--- src/sv/lpip_pkg.sv ---
`timescale 1ns / 1ps
// Shared types and constants for the lidar point to image projection block.
package lpip_pkg;

  // Width of the projected sums u, v, w (Q32.16 plus headroom)
  localparam int AccW = 50;
  // Quotient bits resolved by the divider; larger quotients are flagged as overflow
  localparam int QuoW = 18;
  localparam int PixW = 16;

  typedef logic [2:0][3:0][31:0] coef_mat_t;

  typedef enum logic [2:0] {
    REG_ROW0_A      = 3'd0,
    REG_ROW0_B      = 3'd1,
    REG_ROW1_A      = 3'd2,
    REG_ROW1_B      = 3'd3,
    REG_ROW2_A      = 3'd4,
    REG_ROW2_B      = 3'd5,
    REG_IMAGE_SIZE  = 3'd6,
    REG_EDGE_MARGIN = 3'd7
  } reg_idx_t;

  // Divider stage contents, also handed to the rounding stage
  typedef struct packed {
    logic            wpos;
    logic            neg_u;
    logic            neg_v;
    logic            ovf_u;
    logic            ovf_v;
    logic [QuoW-1:0] q_u;
    logic [QuoW-1:0] q_v;
    logic [AccW-1:0] rem_u;
    logic [AccW-1:0] rem_v;
    logic [AccW-1:0] den;
  } div_res_t;

endpackage

--- src/sv/lpip_fin.sv ---
`timescale 1ns / 1ps
// Round to nearest even, saturate, bounds test, and the output register.
module lpip_fin (
  input  logic                           clk,
  input  logic                           rst,
  input  logic                           ce,
  input  logic                           res_valid,
  input  lpip_pkg::div_res_t             res,
  input  logic [31:0]                    img_size,
  input  logic [11:0]                    margin,
  output logic                           out_valid,
  output logic [lpip_pkg::PixW-1:0]      col,
  output logic [lpip_pkg::PixW-1:0]      row,
  output logic                           vis
);

  localparam int QW = lpip_pkg::QuoW;
  localparam int SW = QW + 2;
  localparam int PW = lpip_pkg::PixW;
  localparam logic signed [SW-1:0] PixMax = SW'((1 << (PW - 1)) - 1);
  localparam logic signed [SW-1:0] PixMin = -SW'(1 << (PW - 1));
  localparam logic [PW-1:0]        SatHi  = PW'((1 << (PW - 1)) - 1);
  localparam logic [PW-1:0]        SatLo  = PW'(1 << (PW - 1));

  logic            up_u;
  logic            up_v;
  logic            r_valid;
  logic            r_wpos;
  logic            r_neg_u;
  logic            r_neg_v;
  logic            r_ovf_u;
  logic            r_ovf_v;
  logic [QW:0]     r_q_u;
  logic [QW:0]     r_q_v;

  logic signed [SW-1:0] cu;
  logic signed [SW-1:0] cv;
  logic signed [SW-1:0] lo_b;
  logic signed [SW-1:0] hi_w;
  logic signed [SW-1:0] hi_h;
  logic                 in_u;
  logic                 in_v;
  logic [PW-1:0]        col_next;
  logic [PW-1:0]        row_next;
  logic                 vis_next;

  // round up when twice the remainder passes the divisor, ties to even
  assign up_u = ({res.rem_u, 1'b0} > {1'b0, res.den})
             || (({res.rem_u, 1'b0} == {1'b0, res.den}) && res.q_u[0]);
  assign up_v = ({res.rem_v, 1'b0} > {1'b0, res.den})
             || (({res.rem_v, 1'b0} == {1'b0, res.den}) && res.q_v[0]);

  always_ff @(posedge clk) begin
    if (rst) begin
      r_valid   <= 1'b0;
      out_valid <= 1'b0;
    end else if (ce) begin
      r_valid   <= res_valid;
      out_valid <= r_valid;
    end
  end

  always_ff @(posedge clk) begin
    if (ce) begin
      r_wpos  <= res.wpos;
      r_neg_u <= res.neg_u;
      r_neg_v <= res.neg_v;
      r_ovf_u <= res.ovf_u;
      r_ovf_v <= res.ovf_v;
      r_q_u   <= (QW+1)'(res.q_u) + (QW+1)'(up_u);
      r_q_v   <= (QW+1)'(res.q_v) + (QW+1)'(up_v);
    end
  end

  always_comb begin
    cu   = r_neg_u ? -$signed({1'b0, r_q_u}) : $signed({1'b0, r_q_u});
    cv   = r_neg_v ? -$signed({1'b0, r_q_v}) : $signed({1'b0, r_q_v});
    lo_b = -$signed(SW'(margin));
    hi_w = $signed(SW'(img_size[15:0]) + SW'(margin));
    hi_h = $signed(SW'(img_size[31:16]) + SW'(margin));
    in_u = !r_ovf_u && (cu >= lo_b) && (cu < hi_w);
    in_v = !r_ovf_v && (cv >= lo_b) && (cv < hi_h);

    if (r_ovf_u) begin
      col_next = r_neg_u ? SatLo : SatHi;
    end else if (cu > PixMax) begin
      col_next = SatHi;
    end else if (cu < PixMin) begin
      col_next = SatLo;
    end else begin
      col_next = cu[PW-1:0];
    end

    if (r_ovf_v) begin
      row_next = r_neg_v ? SatLo : SatHi;
    end else if (cv > PixMax) begin
      row_next = SatHi;
    end else if (cv < PixMin) begin
      row_next = SatLo;
    end else begin
      row_next = cv[PW-1:0];
    end

    vis_next = in_u && in_v;

    // depth not positive: report a miss at pixel zero
    if (!r_wpos) begin
      col_next = '0;
      row_next = '0;
      vis_next = 1'b0;
    end
  end

  always_ff @(posedge clk) begin
    if (ce) begin
      col <= col_next;
      row <= row_next;
      vis <= vis_next;
    end
  end

endmodule

--- config.mk ---
export PLATFORM = sky130hd
export DESIGN_NAME = lpip_fin
export DESIGN_NICKNAME = d
export VERILOG_FILES = /design/src/sv/lpip_pkg.sv /design/src/sv/lpip_fin.sv
export SDC_FILE = /design/constraint.sdc
export NUM_CORES = 1
export LEC_CHECK = 0
export BUFFER_PORTS_ARGS = -buffer_cell sky130_fd_sc_hd__clkbuf_2
export CAP_MARGIN = 20
export CORE_MARGIN = 4
export CORE_UTILIZATION = 55
export DETAILED_ROUTE_END_ITERATION = 8
export PLACE_DENSITY = 0.84
export SYNTH_ARGS = -nofsm -noshare
export SYNTH_HDL_FRONTEND = slang
export SYNTH_SLANG_ARGS = --single-unit
--- constraint.sdc ---
create_clock -name clk -period 8.4 [get_ports clk]
set_input_delay 1.68 -clock clk [delete_from_list [all_inputs] [get_ports clk]]
set_output_delay 1.68 -clock clk [all_outputs]
set_load 0.01 [all_outputs]
==> metrics.md, run 1 <==
| Metric | Value |
|---|---|
| Clk sinks | 78 |
| Initial antenna violation count | 0 |
| Area grow syn2layout | 19.3% |
| Longest Clk Path Bufs | 2 |
| GRT Residual Overflow | 0 |
| Syn_area_per_cell | ~9.0 µm² |
| Vias in the first global route | slightly above 9000 |
| Post-DP HPWL | ~24000 µm |
| DR vias | roughly 9000 |
| Core ar. | around 17000 µm² |
| Main area contributors after synthesis | ha_1 26%, edfxtp_1 24%, xor2_1 4.6%, inv_1 4.1%, xnor2_1 3.9% |
| Leak Pwr | just under 6 nW |
| Nets | between 1500 and 2000 |
| Yosys top cell area share | a little over a quarter |
| Global placer's final weighted congestion | roughly 0.94 |
| Setup tns final | 0 ps |
| Final WS setup | approximately 2900 ps |
| Num CTS Buffers | 9 |
| Die W | around 140 µm |
| H-tree depth | 3 |
| DR WL/cell | roughly 18 µm |
| Yosys cell types | 73 |
| Die area | roughly 20000 µm² |
| Placed cell area | between 10000 and 15000 µm² |
| N_diodes | 0 |
| Clock tree root buffer cell | clkbuf_16 |
| Setup violators final | 0 |
| DRC | 0 |
| Hold buffers post-CTS | 0 |
| Via density | a little under 6 |
| Worst-Margin Slew | just under 1000 ps |
| Status | completed |
| Worst VDD drop | 100 µV |
| IO Count | approximately 270 |
| Power Dens Cells | roughly 130 nW/µm² |
| Rows | 48 |
| Slew Limit Headroom | between 30 and 40% |
| Post-Syn Instances | roughly 1100 |
| Register area share after synthesis | between 20 and 25% |
| FILL cells | 1386 |
| Setup crit end kind | register |
| Skew final | 10.5 ps |
| Number of port buffers | between 200 and 300 |
| Final worst path period share | 65.7% |
| Fmax | roughly 0.18 GHz |
| Kind of critical path | in2reg |
| RSZ-0062 raised after global routing | no |
| CP arrival | roughly 5600 ps |
| Clock tree from TritonCTS | built |
| Total Wirelength | 27700 µm |
| Required @ worst endpoint | between 8000 and 9000 ps |
| Initial Util | 56.1% |
| Main synth FF type | edfxtp_1 |
| 1st-pass router iterations | 7 |
| Cts repair resizes | 0 |
| Final Hold Vio Count | 0 |
| Post-Syn Nets | 1514 |
| Commonest cells after routing, fill and taps aside | 271 x clkbuf_2, 201 x ha_1, 105 x inv_1 |
| Hold Crit Class | reg2reg |
| Pre-CTS setup slack | ~2700 ps |
| Most common cell after layout, fill and taps aside | clkbuf_2 |
| Share of layout cells above drive strength 1 | 24.0% |
| Largest net degree at the start of global routing | just under 80 |
| First-pass GRT wire length | approximately 43000 µm |
| Flops & latches, synth | 78 |
| Footprint of the multi-input gates | around 7000 µm² |
| Biggest area consumer among synthesized cells | ha_1 |
| Final instance area | 11500 µm² |
| Crit Path Max Fanout | 8 |
| Mapped cell area | roughly 9700 µm² |
| Max cap viols | 0 |
| Fin crit period | roughly 5500 ps |
| GRT Total Usage | between 20% and 30% |
| Worst-Skew Late Latency | 340 ps |
| Slew Limit Fails | 0 |
| Die Ht | between 100 and 150 µm |
| CP Launch Type | input pin |
| Post-synth ARST share | 0% |
| Initial DRC count | 503 |
| Register area | roughly 2300 µm² |
| EDFF count, synth | 76 |
| Setup repair bufs after CTS | 0 |
| Synth Warn # | 0 |
| Clk slew on worst S/H paths | roughly 60 ps |
| Number of antenna-violating nets in the routed design | 0 |
## critical path, cell delays in order
cell      delay (ps)
clkbuf_2         220
ha_1             230
inv_1             60
fa_1             400
nor2b_1          130
o21ai_0          130
a21oi_1          340
o41ai_1          130
o21ai_0          340
o21ai_0          220
nand3b_1         210
ha_1             300
and4_1           240
nand2_1          100
a311oi_1         200
and4b_1          220
a21oi_1          210
and4bb_2         250
## worst paths after layout
path	cells after the start	endpoint	slack, ps	startpoint
min	2	out_valid$_SDFFE_PP0P_	510	r_valid$_SDFFE_PP0P_
max reg2reg	13	vis$_SDFFCE_PN0P_	3980	r_q_v[11]$_DFFE_PP_
min reg2reg	2	out_valid$_SDFFE_PP0P_	510	r_valid$_SDFFE_PP0P_
max	18	vis$_SDFFCE_PN0P_	2880	margin[0]
## per-layer routing
layer  vias up  GRT usage [%]  routed length (µm)
met2       415           48.4               13700
li1       4528              -                   -
met3        95           4.98                1950
met5         -              0                   0
met4         0           13.6                1390
met1      4106           30.6               10600
## sequential cells by signal, indices dropped and copies added, names as in the netlist
register and cells:
out_valid 1, r_q_u 19, r_q_v 19, r_valid 1, r_wpos 1, vis 1, r_neg_v 1, r_ovf_u 1
r_neg_u 1, row 16, r_ovf_v 1, col 16
## area by class of cell
type,instances,area share (%)
Tap cell,225,2.44
Clock inverter,5,0.445
Clock buffer,10,1.99
Timing Repair Buffer,272,11.8
Multi-Input combinational cell,878,59.7
Inverter,105,3.42
Sequential cell,78,20.2
## report_power, final
part | internal (W) | leakage (nW) | switching, W | total [W]
sequential | 0.000472 | 0.774 | 0.0000298 | 0.000502
clock | 0.000226 | 0.136 | 0.000151 | 0.000377
combinational | 0.000261 | 4.87 | 0.000347 | 0.000609
total | 0.000960 | 5.78 | 0.000528 | 0.00149
## cells by family after synthesis
group	synth area share, %
AOI/OAI and AO/OA	18.8
and+or+nand+nor	17.1
DFF	24.0
adders and majority gates	26.4
xor gates and xnor gates	8.52
buffers and inverters	4.75
muxes	0.324
## Yosys cell counts (all sizes together), types with 18 or more instances
master    n
inv     105
nand4    28
nand3    26
ha      201
nand2    65
nor2     66
edfxtp   76
nor2b    18
a21o     39
nor3     25
o21ai    82
xor2     51
xnor2    43
a21oi    60
## through the flow
step	total power (W)	utilization [%]	hold WS, ps	instances
after floorplan	0.000894	-	460	1072
after global placement	0.00108	65.2	478	1558
after detailed placement	0.00111	65.2	494	1558
after CTS	0.00148	66.8	508	1573
after global routing	0.00160	66.8	542	1573
final	0.00149	66.8	507	1573
No activity file was read; power rests on OpenSTA's default activity.
==> run 2, diff against run 1 <==
--- a/config.mk
+++ b/config.mk
@@ -8,9 +8,9 @@
 export BUFFER_PORTS_ARGS = -buffer_cell sky130_fd_sc_hd__clkbuf_2
 export CAP_MARGIN = 20
 export CORE_MARGIN = 4
-export CORE_UTILIZATION = 55
+export CORE_UTILIZATION = 49
 export DETAILED_ROUTE_END_ITERATION = 8
-export PLACE_DENSITY = 0.84
+export PLACE_DENSITY = 0.79
 export SYNTH_ARGS = -nofsm -noshare
 export SYNTH_HDL_FRONTEND = slang
 export SYNTH_SLANG_ARGS = --single-unit
==> constraint.sdc (replaced) <==
create_clock -name clk -period 4.8 [get_ports clk]
set_input_delay 0.96 -clock clk [delete_from_list [all_inputs] [get_ports clk]]
set_output_delay 0.96 -clock clk [all_outputs]
set_load 0.01 [all_outputs]
==> run 2 against run 1 <==
- total power is 81% higher
- clock skew is 1.4 ps higher
- worst setup slack worse by 2500 ps
- via count is 0.40% lower
- non-clock buffer count is 2 higher
- design area is 1.0% higher
- sequential share of layout area is 0.20 points lower
- hold slack better by 20 ps
- count of clock-buffer cells in the layout is 1 higher
- cell count is 2.9% higher
- critical path type unchanged
- largest power group unchanged
==> metrics.md, run 2 (same netlist as run 1, synthesis figures left out) <==
| Metric | Value |
|---|---|
| Critical path cell sequence | clkbuf_2, ha_1, inv_1, fa_1, nor2b_1, o21ai_0, a21oi_1, o41ai_1, o21ai_1, o21ai_0, nand3b_1, ha_1, and4_1, nand2_1, a311oi_1, and4b_1, a21oi_1, and4bb_2 (was clkbuf_2, ha_1, inv_1, fa_1, nor2b_1, o21ai_0, a21oi_1, o41ai_1, o21ai_0, o21ai_0, nand3b_1, ha_1, and4_1, nand2_1, a311oi_1, and4b_1, a21oi_1, and4bb_2) |
| RSZ-0062 raised after global routing | no (unchanged) |
| Required @ worst endpoint | 4900 ps (was 8500 ps) |
| Final Hold Vio Count | 0 (unchanged) |
| Hold WS | 527 ps (was 507 ps) |
| Initial Util | 49.8% (was 56.1%) |
| GRT Total Usage | 24.5% (was 27.0%) |
| Hold path endpoint | r_valid$_SDFFE_PP0P_ (was out_valid$_SDFFE_PP0P_) |
| Switching Fraction | 34.8% (was 35.5%) |
| Critical-path top delay cell | fa_1 (unchanged) |
| Setup tns final | 0 ps (unchanged) |
| Slew Limit Headroom | 33.3% (was 35.7%) |
| Hold buffers post-CTS | 0 (unchanged) |
| Fmax | roughly 0.23 GHz |
| Total Wirelength | 28000 µm (was 27700 µm) |
| Worst hold path depth | 2 (unchanged) |
| Worst-Skew Late Latency | 350 ps (was 340 ps) |
| Clock Power Share | 27.9% (was 25.3%) |
| DR vias | 9107 (was 9144) |
| Met1 Resource Use GR | 28.1% (was 30.6%) |
| H-tree depth | 3 (unchanged) |
| Post-DP HPWL | 24500 µm (was 23800 µm) |
| Number of antenna-violating nets in the routed design | 0 (unchanged) |
| Vias in the first global route | 8951 (was 9229) |
| Max cap viols | 0 (unchanged) |
| Internal power | 0.00176 W (was 0.000960 W) |
| Comb pwr share | 39.6% (was 40.9%) |
| Flop pwr share | 32.5% (was 33.7%) |
| Clock tree from TritonCTS | built (unchanged) |
| Worst-Margin Slew | 1000 ps (was 965 ps) |
| Share of layout cells above drive strength 1 | 24.3% (was 24.0%) |
| Power Total | 0.00269 W (was 0.00149 W) |
| Worst VDD drop | 187 µV (was 100 µV) |
| Most common cell after layout, fill and taps aside | clkbuf_2 (unchanged) |
| Fin crit period | approximately 4400 ps |
| Worst reg-to-reg setup slack | 450 ps (was 3980 ps) |
| Crit Path Max Fanout | 4 (was 8) |
| CP Launch Type | input pin (unchanged) |
| Core ar. | 19400 µm² (was 17200 µm²) |
| Leak Pwr | 5.80 nW (was 5.78 nW) |
| Status | completed (unchanged) |
| Clock tree root buffer cell | clkbuf_16 (unchanged) |
| IO Count | 273 (unchanged) |
| R2R depth | 13 (unchanged) |
| First-pass GRT wire length | 43200 µm (was 43400 µm) |
| Kind of critical path | in2reg (unchanged) |
| Clk sinks | 78 (unchanged) |
| Largest net degree at the start of global routing | 79 (unchanged) |
| Hold path start | r_valid$_SDFFE_PP0P_ (unchanged) |
| Slowest Stage Delay on Critical Path | 400 ps (about the same) |
| DR WL/cell | 17.3 µm (was 17.6 µm) |
| Setup violators final | 0 (unchanged) |
| DRC | 0 (unchanged) |
| Worst reg2reg startpoint | r_q_v[11]$_DFFE_PP_ (unchanged) |
| Setup crit end kind | register (unchanged) |
| Clk slew on worst S/H paths | 60 ps (about the same) |
| Initial DRC count | 538 (was 503) |
| 1st-pass router iterations | 8 (was 7) |
| Dpl cells | 1600 (was 1558) |
| Top Registers | r_q_u x19, r_q_v x19 (unchanged) |
| Number of port buffers | 272 (unchanged) |
| CP arrival | 4490 ps (was 5620 ps) |
| Slew Limit Fails | 0 (unchanged) |
| Via density | 5.63 (was 5.81) |
| Sw Pwr | 0.000937 W (was 0.000528 W) |
| Nets | 1788 (was 1786) |
| Met3 Resource Use GR | 3.96% (was 4.98%) |
| Longest Clk Path Bufs | 2 (unchanged) |
| GR peak layer | met2 (unchanged) |
| Initial antenna violation count | 2 (was 0) |
| Die Ht | 148 µm (was 141 µm) |
| Rows | 51 (was 48) |
| Num CTS Buffers | 9 (unchanged) |
| Final Util | 60.0% (was 66.8%) |
| Die area | 22000 µm² (was 19800 µm²) |
| Final worst path period share | 91.4% |
| Worst r2r dst | vis$_SDFFCE_PN0P_ (unchanged) |
| Hold Crit Class | reg2reg (unchanged) |
| Die W | 148 µm (was 141 µm) |
| Commonest cells after routing, fill and taps aside | 271 x clkbuf_2, 201 x ha_1, 105 x inv_1 (unchanged) |
| GRT Residual Overflow | 0 (unchanged) |
| Power Dens Cells | 231 nW/µm² (was 129 nW/µm²) |
| Met2 usage | 44.4% (was 48.4%) |
| Skew final | 11.9 ps (was 10.5 ps) |
| Area grow syn2layout | 20.5% (was 19.3%) |
| Global placer's final weighted congestion | 0.924 (was 0.945) |
| Final Non-Filler Cells | 1618 (was 1573) |
run 2: power groups by stage:
stage | Combinational (W) | Clock, W | Sequential [W]
CTS | 0.00106 | 0.000758 | 0.000874
floorplan | 0.000678 | 0 | 0.000886
finish | 0.00107 | 0.000752 | 0.000874
global route | 0.00120 | 0.000787 | 0.000880
global placement | 0.00102 | 0 | 0.000884
detailed placement | 0.00105 | 0 | 0.000888
run 2: per-layer routing:
metal / vias up / part of all wire [%]
li1: 4544 / -
met1: 4133 / 39
met2: 359 / 50
met3: 71 / 6.5
met4: 0 / 4.5
met5: - / 0
run 2: worst max-delay path: cells and delay by family:
family                     cells  cell delay (ps)
adders and majority gates      3              890
and+or+nand+nor                6             1120
buffers and inverters          2              190
AOI/OAI and AO/OA              7             1330
run 2: final cells by class:
type,instances,area [µm²]
Antenna cell,2,5.00
Clock buffer,11,243
Clock inverter,5,83.8
Fill cell,1690,7760
Inverter,105,394
Multi-Input combinational cell,878,6880
Sequential cell,78,2320
Tap cell,265,332
Timing Repair Buffer,274,1380
run 2: worst max-delay path by stage:
stage / to / cells past startpoint / startpoint / slack (ps)
6_report: vis$_SDFFCE_PN0P_ / 18 / img_size[0] / 410
5_1_grt: vis$_SDFFCE_PN0P_ / 18 / img_size[0] / 60
2_1_floorplan: vis$_SDFFCE_PN0P_ / 17 / img_size[0] / 640
3_3_place_gp: vis$_SDFFCE_PN0P_ / 18 / img_size[0] / 180
4_1_cts: vis$_SDFFCE_PN0P_ / 18 / img_size[0] / 390
3_5_place_dp: vis$_SDFFCE_PN0P_ / 18 / img_size[0] / 30
run 2: metrics by stage:
step	instance area [µm²]	setup slack, ps
after floorplan	9660	638
after global placement	11300	181
after detailed placement	11300	31.2
after CTS	11600	389
after global routing	11600	56.7
final	11600	413
run 2: repair_timing:
item | 4_1_cts | 5_1_grt
setup buffers | 0 | 0
gates resized for setup | 0 | 1
setup endpoints to repair | 0 | 1
